### config.mk
export PLATFORM = sky130hd
export DESIGN_NAME = g711_alaw_ulaw_codec_core
export DESIGN_NICKNAME = d
export VERILOG_FILES = /design/src/rtl/g711_pkg.sv /design/src/rtl/g711_alaw_ulaw_codec_core.sv /design/src/rtl/g711_enc.sv /design/src/rtl/g711_dec.sv /design/src/rtl/g711_xcode.sv
export SDC_FILE = /design/constraint.sdc
export NUM_CORES = 1
export LEC_CHECK = 0
export ABC_CLOCK_PERIOD_IN_PS = 5900
export BUFFER_PORTS_ARGS = -buffer_cell sky130_fd_sc_hd__buf_2
export CAP_MARGIN = 10
export CORE_MARGIN = 2
export CORE_UTILIZATION = 50
export CTS_BUF_LIST = sky130_fd_sc_hd__clkbuf_8
export DETAILED_ROUTE_END_ITERATION = 10
export PLACE_DENSITY = 0.68
export SLEW_MARGIN = 10
export SYNTH_ARGS = -nofsm -noshare
export SYNTH_HDL_FRONTEND = slang
export SYNTH_HIERARCHICAL = 1
export SYNTH_SLANG_ARGS = --single-unit
### constraint.sdc
create_clock -name clk -period 5.9 [get_ports clk]
set_clock_uncertainty 0.15 [all_clocks]
set_input_delay 0.59 -clock clk [delete_from_list [all_inputs] [get_ports clk]]
set_output_delay 0.59 -clock clk [all_outputs]
set_load 0.1 [all_outputs]
### src/rtl/g711_pkg.sv
`default_nettype none

package g711_pkg;

  // Conversion selector carried in tuser
  typedef enum logic [2:0] {
    MODE_PCM_TO_ALAW  = 3'd0,
    MODE_PCM_TO_ULAW  = 3'd1,
    MODE_ALAW_TO_PCM  = 3'd2,
    MODE_ULAW_TO_PCM  = 3'd3,
    MODE_ALAW_TO_ULAW = 3'd4,
    MODE_ULAW_TO_ALAW = 3'd5
  } mode_t;

  localparam int PcmW  = 16;
  localparam int CodeW = 8;

  // Companding constants
  localparam logic [7:0] ULAW_BIAS    = 8'h84;
  localparam logic [8:0] ALAW_SEG_ADD = 9'h108;
  localparam logic [7:0] ALAW_XOR_POS = 8'hD5;
  localparam logic [7:0] ALAW_XOR_NEG = 8'h55;
  localparam logic [7:0] ULAW_XOR_POS = 8'hFF;
  localparam logic [7:0] ULAW_XOR_NEG = 8'h7F;

  // One conversion result
  typedef struct packed {
    logic [CodeW-1:0] code;
    logic [PcmW-1:0]  pcm;
  } g711_res_t;

  // mu-law magnitude index to A-law magnitude index plus one
  localparam logic [7:0] MU_TO_A_TAB [128] = '{
    8'd1, 8'd1, 8'd2, 8'd2, 8'd3, 8'd3, 8'd4, 8'd4,
    8'd5, 8'd5, 8'd6, 8'd6, 8'd7, 8'd7, 8'd8, 8'd8,
    8'd9, 8'd10, 8'd11, 8'd12, 8'd13, 8'd14, 8'd15, 8'd16,
    8'd17, 8'd18, 8'd19, 8'd20, 8'd21, 8'd22, 8'd23, 8'd24,
    8'd25, 8'd27, 8'd29, 8'd31, 8'd33, 8'd34, 8'd35, 8'd36,
    8'd37, 8'd38, 8'd39, 8'd40, 8'd41, 8'd42, 8'd43, 8'd44,
    8'd46, 8'd48, 8'd49, 8'd50, 8'd51, 8'd52, 8'd53, 8'd54,
    8'd55, 8'd56, 8'd57, 8'd58, 8'd59, 8'd60, 8'd61, 8'd62,
    8'd64, 8'd65, 8'd66, 8'd67, 8'd68, 8'd69, 8'd70, 8'd71,
    8'd72, 8'd73, 8'd74, 8'd75, 8'd76, 8'd77, 8'd78, 8'd79,
    8'd81, 8'd82, 8'd83, 8'd84, 8'd85, 8'd86, 8'd87, 8'd88,
    8'd89, 8'd90, 8'd91, 8'd92, 8'd93, 8'd94, 8'd95, 8'd96,
    8'd97, 8'd98, 8'd99, 8'd100, 8'd101, 8'd102, 8'd103, 8'd104,
    8'd105, 8'd106, 8'd107, 8'd108, 8'd109, 8'd110, 8'd111, 8'd112,
    8'd113, 8'd114, 8'd115, 8'd116, 8'd117, 8'd118, 8'd119, 8'd120,
    8'd121, 8'd122, 8'd123, 8'd124, 8'd125, 8'd126, 8'd127, 8'd128
  };

  // A-law magnitude index to mu-law magnitude index
  localparam logic [7:0] A_TO_MU_TAB [128] = '{
    8'd1, 8'd3, 8'd5, 8'd7, 8'd9, 8'd11, 8'd13, 8'd15,
    8'd16, 8'd17, 8'd18, 8'd19, 8'd20, 8'd21, 8'd22, 8'd23,
    8'd24, 8'd25, 8'd26, 8'd27, 8'd28, 8'd29, 8'd30, 8'd31,
    8'd32, 8'd32, 8'd33, 8'd33, 8'd34, 8'd34, 8'd35, 8'd35,
    8'd36, 8'd37, 8'd38, 8'd39, 8'd40, 8'd41, 8'd42, 8'd43,
    8'd44, 8'd45, 8'd46, 8'd47, 8'd48, 8'd48, 8'd49, 8'd49,
    8'd50, 8'd51, 8'd52, 8'd53, 8'd54, 8'd55, 8'd56, 8'd57,
    8'd58, 8'd59, 8'd60, 8'd61, 8'd62, 8'd63, 8'd64, 8'd64,
    8'd65, 8'd66, 8'd67, 8'd68, 8'd69, 8'd70, 8'd71, 8'd72,
    8'd73, 8'd74, 8'd75, 8'd76, 8'd77, 8'd78, 8'd79, 8'd79,
    8'd80, 8'd81, 8'd82, 8'd83, 8'd84, 8'd85, 8'd86, 8'd87,
    8'd88, 8'd89, 8'd90, 8'd91, 8'd92, 8'd93, 8'd94, 8'd95,
    8'd96, 8'd97, 8'd98, 8'd99, 8'd100, 8'd101, 8'd102, 8'd103,
    8'd104, 8'd105, 8'd106, 8'd107, 8'd108, 8'd109, 8'd110, 8'd111,
    8'd112, 8'd113, 8'd114, 8'd115, 8'd116, 8'd117, 8'd118, 8'd119,
    8'd120, 8'd121, 8'd122, 8'd123, 8'd124, 8'd125, 8'd126, 8'd127
  };

endpackage

`default_nettype wire

### src/rtl/g711_alaw_ulaw_codec_core.sv
`default_nettype none

// G.711 codec core. Each transaction on the input stream carries a mode in
// in_tuser and either a 16-bit linear sample or a companded byte in in_tdata,
// and yields exactly one result transaction: the A-law or mu-law byte for
// encode and transcode modes, or the 16-bit linear sample for decode modes,
// with the unused field zero (modes 6 and 7 give all zeros). The block keeps
// no state between samples. A sample passes an input register and a result
// register with the conversion logic between them, and one sample is accepted
// every cycle while the output side is ready; a stall on out_tready holds the
// result stage and a full input stage, and then back-pressures in_tready.

module g711_alaw_ulaw_codec_core
  import g711_pkg::*;
(
  input  wire logic        clk,
  input  wire logic        rst_n,
  input  wire logic        in_tvalid,
  output logic             in_tready,
  input  wire logic [23:0] in_tdata,   // [15:0] pcm_sample, [23:16] code_in
  input  wire logic [2:0]  in_tuser,   // [2:0] mode
  output logic             out_tvalid,
  input  wire logic        out_tready,
  output logic      [23:0] out_tdata   // [7:0] code_out, [23:8] pcm_out
);

  logic             s1_valid_r;
  logic [2:0]       s1_mode_r;
  logic [PcmW-1:0]  s1_pcm_r;
  logic [CodeW-1:0] s1_code_r;
  logic             out_valid_r;
  g711_res_t        out_res_r;
  g711_res_t        res_nxt;
  logic             out_free;
  logic [CodeW-1:0] alaw_code;
  logic [CodeW-1:0] ulaw_code;
  logic [PcmW-1:0]  alaw_pcm;
  logic [PcmW-1:0]  ulaw_pcm;
  logic [CodeW-1:0] a2u_code;
  logic [CodeW-1:0] u2a_code;

  // Stage handshake: a stage moves when the one after it has room
  assign out_free  = !out_valid_r || out_tready;
  assign in_tready = !s1_valid_r || out_free;

  // Input register
  always_ff @(posedge clk) begin
    if (!rst_n) begin
      s1_valid_r <= 1'b0;
    end else if (in_tready) begin
      s1_valid_r <= in_tvalid;
    end
  end

  always_ff @(posedge clk) begin
    if (in_tready && in_tvalid) begin
      s1_mode_r <= in_tuser;
      s1_pcm_r  <= in_tdata[15:0];
      s1_code_r <= in_tdata[23:16];
    end
  end

  g711_enc u_enc (
    .pcm_sample (s1_pcm_r),
    .alaw_code  (alaw_code),
    .ulaw_code  (ulaw_code)
  );

  g711_dec u_dec (
    .code_in  (s1_code_r),
    .alaw_pcm (alaw_pcm),
    .ulaw_pcm (ulaw_pcm)
  );

  g711_xcode u_xcode (
    .code_in  (s1_code_r),
    .a2u_code (a2u_code),
    .u2a_code (u2a_code)
  );

  // Select the conversion for this mode, zero the unused field
  always_comb begin
    res_nxt = '0;
    case (s1_mode_r)
      MODE_PCM_TO_ALAW:  res_nxt.code = alaw_code;
      MODE_PCM_TO_ULAW:  res_nxt.code = ulaw_code;
      MODE_ALAW_TO_PCM:  res_nxt.pcm  = alaw_pcm;
      MODE_ULAW_TO_PCM:  res_nxt.pcm  = ulaw_pcm;
      MODE_ALAW_TO_ULAW: res_nxt.code = a2u_code;
      MODE_ULAW_TO_ALAW: res_nxt.code = u2a_code;
      default:           res_nxt      = '0;
    endcase
  end

  // Result register
  always_ff @(posedge clk) begin
    if (!rst_n) begin
      out_valid_r <= 1'b0;
    end else if (out_free) begin
      out_valid_r <= s1_valid_r;
    end
  end

  always_ff @(posedge clk) begin
    if (out_free && s1_valid_r) begin
      out_res_r <= res_nxt;
    end
  end

  assign out_tvalid = out_valid_r;
  assign out_tdata  = {out_res_r.pcm, out_res_r.code};

  // A result never carries both a byte and a linear sample
  a_one_field: assert property (@(posedge clk) disable iff (!rst_n)
    out_valid_r |-> (out_res_r.code == '0 || out_res_r.pcm == '0))
    else $error("result carries both code and pcm");

  // A held input stage keeps its sample while the result side is blocked
  a_s1_hold: assert property (@(posedge clk) disable iff (!rst_n)
    (s1_valid_r && !out_free) |=> (s1_valid_r && $stable(s1_pcm_r)
      && $stable(s1_code_r) && $stable(s1_mode_r)))
    else $error("input stage lost a stalled sample");

  // A new result only appears when the input stage held a sample
  a_out_src: assert property (@(posedge clk) disable iff (!rst_n)
    (out_free && !s1_valid_r) |=> !out_valid_r)
    else $error("result produced without a sample");

endmodule

`default_nettype wire

### src/rtl/g711_enc.sv
`default_nettype none

module g711_enc
  import g711_pkg::*;
(
  input  wire logic [PcmW-1:0]  pcm_sample,
  output logic      [CodeW-1:0] alaw_code,
  output logic      [CodeW-1:0] ulaw_code
);

  logic [14:0] a_mag;
  logic [2:0]  a_seg;
  logic [3:0]  a_sh;
  logic [3:0]  a_q;
  logic [7:0]  a_mask;
  logic [15:0] u_abs;
  logic [15:0] u_mag;
  logic [2:0]  u_seg;
  logic [3:0]  u_sh;
  logic [3:0]  u_q;
  logic [7:0]  u_mask;

  // A-law: magnitude is x or -x-1, segment from the highest set bit above bit 7
  always_comb begin
    a_mag  = pcm_sample[15] ? ~pcm_sample[14:0] : pcm_sample[14:0];
    a_mask = pcm_sample[15] ? ALAW_XOR_NEG : ALAW_XOR_POS;
    a_seg  = 3'd0;
    for (int i = 0; i < 7; i++) begin
      if (a_mag[8+i]) begin
        a_seg = 3'(i + 1);
      end
    end
    a_sh      = (a_seg < 3'd2) ? 4'd4 : ({1'b0, a_seg} + 4'd3);
    a_q       = 4'(a_mag >> a_sh);
    alaw_code = {1'b0, a_seg, a_q} ^ a_mask;
  end

  // mu-law: biased magnitude, saturate when it runs past the top segment
  always_comb begin
    u_abs  = pcm_sample[15] ? (16'd0 - pcm_sample) : pcm_sample;
    u_mag  = u_abs + {8'd0, ULAW_BIAS};
    u_mask = pcm_sample[15] ? ULAW_XOR_NEG : ULAW_XOR_POS;
    u_seg  = 3'd0;
    for (int i = 0; i < 7; i++) begin
      if (u_mag[8+i]) begin
        u_seg = 3'(i + 1);
      end
    end
    u_sh = {1'b0, u_seg} + 4'd3;
    u_q  = 4'(u_mag >> u_sh);
    if (u_mag[15]) begin
      ulaw_code = ULAW_XOR_NEG ^ u_mask;
    end else begin
      ulaw_code = {1'b0, u_seg, u_q} ^ u_mask;
    end
  end

endmodule

`default_nettype wire

### src/rtl/g711_dec.sv
`default_nettype none

module g711_dec
  import g711_pkg::*;
(
  input  wire logic [CodeW-1:0] code_in,
  output logic      [PcmW-1:0]  alaw_pcm,
  output logic      [PcmW-1:0]  ulaw_pcm
);

  logic [7:0]  a_val;
  logic [8:0]  a_sum;
  logic [14:0] a_t;
  logic [7:0]  u_val;
  logic [7:0]  u_base;
  logic [14:0] u_t;

  // A-law: undo even-bit inversion, rebuild mantissa, shift by segment
  always_comb begin
    a_val = code_in ^ ALAW_XOR_NEG;
    a_sum = {1'b0, a_val[3:0], 4'b0000} + ALAW_SEG_ADD;
    if (a_val[6:4] == 3'd0) begin
      a_t = {7'd0, a_val[3:0], 4'b1000};
    end else begin
      a_t = 15'(a_sum) << (a_val[6:4] - 3'd1);
    end
    alaw_pcm = a_val[7] ? {1'b0, a_t} : (16'd0 - {1'b0, a_t});
  end

  // mu-law: invert, add bias, shift by segment, remove bias
  always_comb begin
    u_val  = ~code_in;
    u_base = {1'b0, u_val[3:0], 3'b000} + ULAW_BIAS;
    u_t    = 15'(u_base) << u_val[6:4];
    ulaw_pcm = u_val[7] ? ({8'd0, ULAW_BIAS} - {1'b0, u_t})
                        : ({1'b0, u_t} - {8'd0, ULAW_BIAS});
  end

endmodule

`default_nettype wire

### src/rtl/g711_xcode.sv
`default_nettype none

module g711_xcode
  import g711_pkg::*;
(
  input  wire logic [CodeW-1:0] code_in,
  output logic      [CodeW-1:0] a2u_code,
  output logic      [CodeW-1:0] u2a_code
);

  logic [6:0] a_idx;
  logic [6:0] a_ent;
  logic [6:0] u_idx;
  logic [7:0] u_ent;
  logic [6:0] u_val;

  // A-law to mu-law: sign bit passes, magnitude index goes through the table
  always_comb begin
    a_idx    = code_in[6:0] ^ ALAW_XOR_NEG[6:0];
    a_ent    = 7'(A_TO_MU_TAB[a_idx]);
    a2u_code = {code_in[7], ~a_ent};
  end

  // mu-law to A-law: table holds index plus one
  always_comb begin
    u_idx    = ~code_in[6:0];
    u_ent    = MU_TO_A_TAB[u_idx];
    u_val    = 7'(u_ent - 8'd1);
    u2a_code = {code_in[7], u_val ^ ALAW_XOR_NEG[6:0]};
  end

endmodule

`default_nettype wire
# ---- Word level (Yosys, flattened, before mapping)
# Memory sizes are Yosys's and may differ from the RTL's.
# Cells that the tools add are included.
dict set report word_totals {
  reg_bits 53
  rom_bits 2048
  in_bits 31
  out_inout_bits 26
  n_memories 2
}
# name depth word_bits rd rd_clocked_by_memory_dff wr line
set mem_list {}
lappend mem_list {{(name not given)} 128 8 1 0 0 g711_xcode.sv:27} ;# u_ent = MU_TO_A_TAB[u_idx];
lappend mem_list {{(name not given)} 128 8 1 0 0 g711_xcode.sv:20} ;# a_ent = 7'(A_TO_MU_TAB[a_idx]);
dict set report op_classes {
  n_addsub 11
  order_cmp 3
  eq_ne 5
  shift 4
  mux 29
  n_bitwise 11
  reduce_logical 8
}
# cell count
set op_table {}
lappend op_table {{$mux W16} 3}
lappend op_table {{$pmux W16 S2} 1}
lappend op_table {{$pmux W8 S4} 1}
lappend op_table {{$mux W15} 2}
lappend op_table {{$mux W7} 4}
lappend op_table {{$mux W3} 8}
lappend op_table {{$mux W8} 3}
lappend op_table {{$not A7 Y7} 3}
lappend op_table {{$add A16 B8 Y16 const B} 1}
lappend op_table {{$ge A8 B8 Y1 const B} 2}
lappend op_table {{$not A7 Y8} 2}
lappend op_table {{$shr A16 B4 Y4} 1}
lappend op_table {{$sub A1 B15 Y16 const A} 1}
lappend op_table {{$sub A1 B16 Y16 const A} 1}
lappend op_table {{$sub A15 B8 Y16 const B} 1}
lappend op_table {{$sub A8 B15 Y16 const A} 1}
lappend op_table {{$xor A7 B8 Y8} 2}
lappend op_table {{$not A15 Y15} 1}
lappend op_table {{$shl A8 B3 Y15} 1}
lappend op_table {{$shl A9 B3 Y15} 1}
lappend op_table {{$shr A15 B4 Y4} 1}
lappend op_table {{$add A8 B9 Y9 const B} 1}
lappend op_table {{$add A3 B2 Y4 const B} 2}
lappend op_table {{$add A7 B8 Y8 const B} 1}
lappend op_table {{other kinds (15)} 26}

# ---- Logic depth before layout (Yosys ltp)
dict set report depth {
  word_depth 15
  depth_mapped 20
}

# ---- Hierarchy
# The synthesis kept the hierarchy.
# mod instances cells_each area_each_um2 seq_area_each_um2
set modules_own_cells {}
lappend modules_own_cells {g711_alaw_ulaw_codec_core 1 127 2164.6 1571.5}
lappend modules_own_cells {g711_enc 1 311 1999.4 0.0}
lappend modules_own_cells {g711_dec 1 266 1801.7 0.0}
lappend modules_own_cells {g711_xcode 1 166 1179.9 0.0}

# ---- Least setup slack after synthesis
# No wires, ideal clock.
dict set report synth_path {
  kind {reg-to-reg}
  startpoint {register s1_pcm_r[15]}
  endpoint {register out_res_r, in the netlist out_tdata[1], data pin}
  setup_time_ns 0.268
  t_arrival_ns 4.413
  required_ns 5.482
  slack_ns 1.069
  stages_incl_launch_ff 18
  n_path_buf 5
  period_less_slack_ns 4.831
  cell_sequence {edfxtp_1 -> clkbuf_1 -> buf_1 -> clkbuf_1 -> buf_1 -> o21ai_0 -> xnor2_1 -> ha_1 -> clkbuf_1 -> o21ai_1 -> a222oi_1 -> xor2_1 -> a31oi_2 -> mux2i_1 -> a22oi_1 -> o21ai_1 -> mux2i_1 -> o22ai_1}
}
# item line
set synth_lines {}
lappend synth_lines {{start: declaration} g711_alaw_ulaw_codec_core.sv:29} ;# logic [PcmW-1:0] s1_pcm_r;
lappend synth_lines {{start signal: assignment} g711_alaw_ulaw_codec_core.sv:58} ;# s1_pcm_r <= in_tdata[15:0];
lappend synth_lines {{end signal: assignment} g711_alaw_ulaw_codec_core.sv:106} ;# out_res_r <= res_nxt;
lappend synth_lines {{end: declaration} g711_alaw_ulaw_codec_core.sv:32} ;# g711_res_t out_res_r;

==> flow_summary.ini <==
[final_layout]
seqCellArea_mm2 = 0.00157
nNetsFinal = 931
ant_cells = 0
finalCoreUtilization = 0.529
layout.cell_area.non_filler_mm2 = 0.00738
drive_gt1_frac = 0.150
syn_to_final_growth_pct = 3.24
nFillCells = 1328
multi_input_gate_area_in_the_final_layout_mm2 = 0.00499

[power]
power.leakage_nw = 2.88
power-per-cell-area_mw_per_mm2 = 185
vdd_drop_max_mv = 0.113
share_clk_of_total_power = 0.181
power_switching_w = 0.000607
sw_frac_of_total = 0.444
combPwrFrac = 0.472
seq_power_share = 0.346
internal-power_w = 0.000760

[critical_path]
cpLargestDelayFamily = simple AND/OR/NAND/NOR gates
critical_path_class = reg2reg
crit_path_max_fanout = 16
r2r_end = out_tdata[0]$_DFFE_PP_
worst_r2r_startpoint = s1_pcm_r[4]$_DFFE_PP_
critical_path_required_ps = 5940
critPathSlowestCell = or4_1
critical_path.max_stage_delay_ps = 730
worst-r2r-setup-slack_ps = 1480
worstSetupStartpointType = flip-flop
critical_path.n_buffers_inverters = 0
reg2regPathDepth = 12
critical_path.most_common_cell = or4_1
cp_cell_sequence = or4_1 -> or4_1 -> o211a_1 -> a311o_1 -> nor3_1 -> nor2_1 -> nor4_4 -> nor3b_2 -> a32oi_1 -> o21ai_1 -> mux2i_1 -> o22ai_1
critPathArrivalTime_ps = 4450
endpoint_kind = flip-flop

[clock_tree]
clock_tree_from_tritoncts = built
cts.repair.resized = 0
cts_buffers = 5
clkSinkCount = 53
cts-htree-levels = 2
cts_hold_buf = 0
cts_buffer_depth = 2
post_cts_buffers = 0
clkSlewWorstSetupHoldPaths_ps = 120
worstSkewPairLatency_ps = 340
clk_root_buffer_cell = clkbuf_8

[timing]
slew_viol_final = 0
timing_worst_slew_pin_value_ps = 1100
layout_min_cycle_time_ps = 4420
max_clock_freq_ghz = 0.226
post-route-period-util = 0.749
worst_slew_margin_rel = 0.269
fin_setup_tns_ps = 0
final_hold_viol_count = 0
setup_viol = 0
grt_setup_unrepaired = no
hold_ws_ps = 261

[synthesis]
synth.top_cells.by_count = 65 x nand2_1, 63 x nor2_1, 57 x a21oi_1
seq_area_frac_synth = 0.220
syn-instance-count = 870
synthMostInstantiatedCell = nand2_1
post_synth_main_area_contributors = edfxtp_1 21%, mux2i_1 7.7%, ha_1 4.9%, xnor2_1 4.8%, a21oi_1 4.0%
synth_warnings = 6
netlist.area_leader.share = 0.214
synth_largest_area_cell = edfxtp_1
synth.lib_cells_used.distinct = 100
synth_edf_count = 51
postSynthRegisterBits = 53
synth_top_flop_cell = edfxtp_1
synth_area_mm2 = 0.00715
syn_area_per_cell_um2 = 8.21
synth_async_sr_flop_share = 0

[place]
routabilityCongestion = 0.910
dp.final_hpwl_um = 13200
placedInstanceArea_mm2 = 0.00728
buffer_ports.inserted = 56

[detailed_routing]
postRouteWirelength_um = 18400
wirelength_met1_um = 8840
wl_per_cell_um = 17.5
drtAntennaViolNets = 0
drt-initial-drc-count = 743
first_pass_iters = 6
via_count = 6638
wl_met2_um = 8070
routed_via_density = 6.30
remaining_drc_errors = 0
met3WireLength_um = 1260
highest-signal-layer = met4

[grt]
grt_usage = 0.245
global_route.overflow_total = 0
vias_in_the_first_global_route = 5741
grt_antenna_before_repair = 0
grt_start_max_net_pins = 67
first_pass_grt_wire_length_um = 29800

[die]
horizontal_extent_of_the_die_um = 124
initial_core_util = 0.513
placement_rows = 43
placeableCoreArea_mm2 = 0.0139
area_of_the_die_mm2 = 0.0153
die_height_um = 124
io_pins = 57

[worst_hold_path]
hold-path-cell-count = 1
source_of_the_worst_hold_timing_path = in_tdata[2]
holdPathEnd = s1_pcm_r[2]$_DFFE_PP_
hold_class = in2reg

[job]
drv_cap = 0

[outcome]
result_of_the_run = completed
[worst max path at each step]
| stage | startpoint | end | slack, ps | cells past startpoint |
|---|---|---|---|---|
| final | s1_pcm_r[4]$_DFFE_PP_ | out_tdata[0]$_DFFE_PP_ | 1480 | 12 |
| after global routing | s1_pcm_r[4]$_DFFE_PP_ | out_tdata[0]$_DFFE_PP_ | 1100 | 11 |
| after CTS | s1_pcm_r[4]$_DFFE_PP_ | out_tdata[1]$_DFFE_PP_ | 1500 | 11 |
| after detailed placement | s1_pcm_r[4]$_DFFE_PP_ | out_tdata[1]$_DFFE_PP_ | 1530 | 11 |
| after global placement | s1_pcm_r[4]$_DFFE_PP_ | out_tdata[1]$_DFFE_PP_ | 1550 | 11 |
| after floorplan | s1_pcm_r[15]$_DFFE_PP_ | out_tdata[1]$_DFFE_PP_ | 1070 | 17 |
[power by group through the flow]
stage               combinational (W)  sequential [W]  clock (W)
detailed placement           0.000634        0.000482          0
global placement             0.000632        0.000481          0
floorplan                    0.000465        0.000536          0
global route                 0.000704        0.000478   0.000266
CTS                          0.000637        0.000473   0.000256
finish                       0.000646        0.000473   0.000248
[final cells by class]
| type | instances | share of cell area |
|---|---|---|
| clock buffers | 5 | 0.00933 |
| clock inverters | 3 | 0.00390 |
| inverters | 33 | 0.0168 |
| multi-input cells | 711 | 0.676 |
| flip-flops and latches | 53 | 0.213 |
| well taps | 180 | 0.0305 |
| repair buffers | 68 | 0.0502 |
[stage by stage]
step	instances	total power, W	worst slack (ps)
final	1053	0.00137	1480
after global routing	1053	0.00145	1100
after CTS	1053	0.00137	1500
after detailed placement	1045	0.00112	1530
after global placement	1045	0.00111	1550
after floorplan	874	0.00100	1070
[cells in the final DEF (no fill, tap or decap), drive strengths merged, types with 8 or more instances in the layout]
master,Yosys,routed
nor2,74,74
buf,38,68
nand2,65,65
a21oi,61,61
o21ai,57,57
mux2i,55,55
edfxtp,51,51
xnor2,39,39
inv,30,32
ha,28,28
nand3,28,28
nor3,21,21
nand2b,19,19
o22ai,17,17
nor2b,17,17
a211oi,17,17
xor2,15,15
a31oi,14,14
o211ai,12,12
o21a,8,8
a22oi,8,8
a21o,8,8
nor4,8,8
[registers in the layout, summed over array words and instances, names as in the netlist]
register / count
s1_valid_r: 1
out_tvalid: 1
s1_code_r: 8
s1_pcm_r: 16
out_tdata: 24
s1_mode_r: 3
[layer usage]
| layer | vias to the layer above | track usage |
|---|---|---|
| met1 | 3123 | 0.376 |
| met2 | 258 | 0.361 |
| met5 | - | 0 |
| li1 | 3240 | - |
| met4 | 0 | 0.0554 |
| met3 | 17 | 0.0332 |
[cell families (layout without fill, tap and decap cells)]
logic type      after synthesis  after routing  synth area share
compound gates              266            266             0.257
xor+xnor                     54             54            0.0662
fa+ha+maj                    28             28            0.0490
buf+inv                     110            109            0.0860
flops                        53             53             0.220
mux                          66             66             0.101
other cells                   1              5          0.000525
simple gates                292            292             0.221
Note: power is estimated with default switching activity, not from simulation.
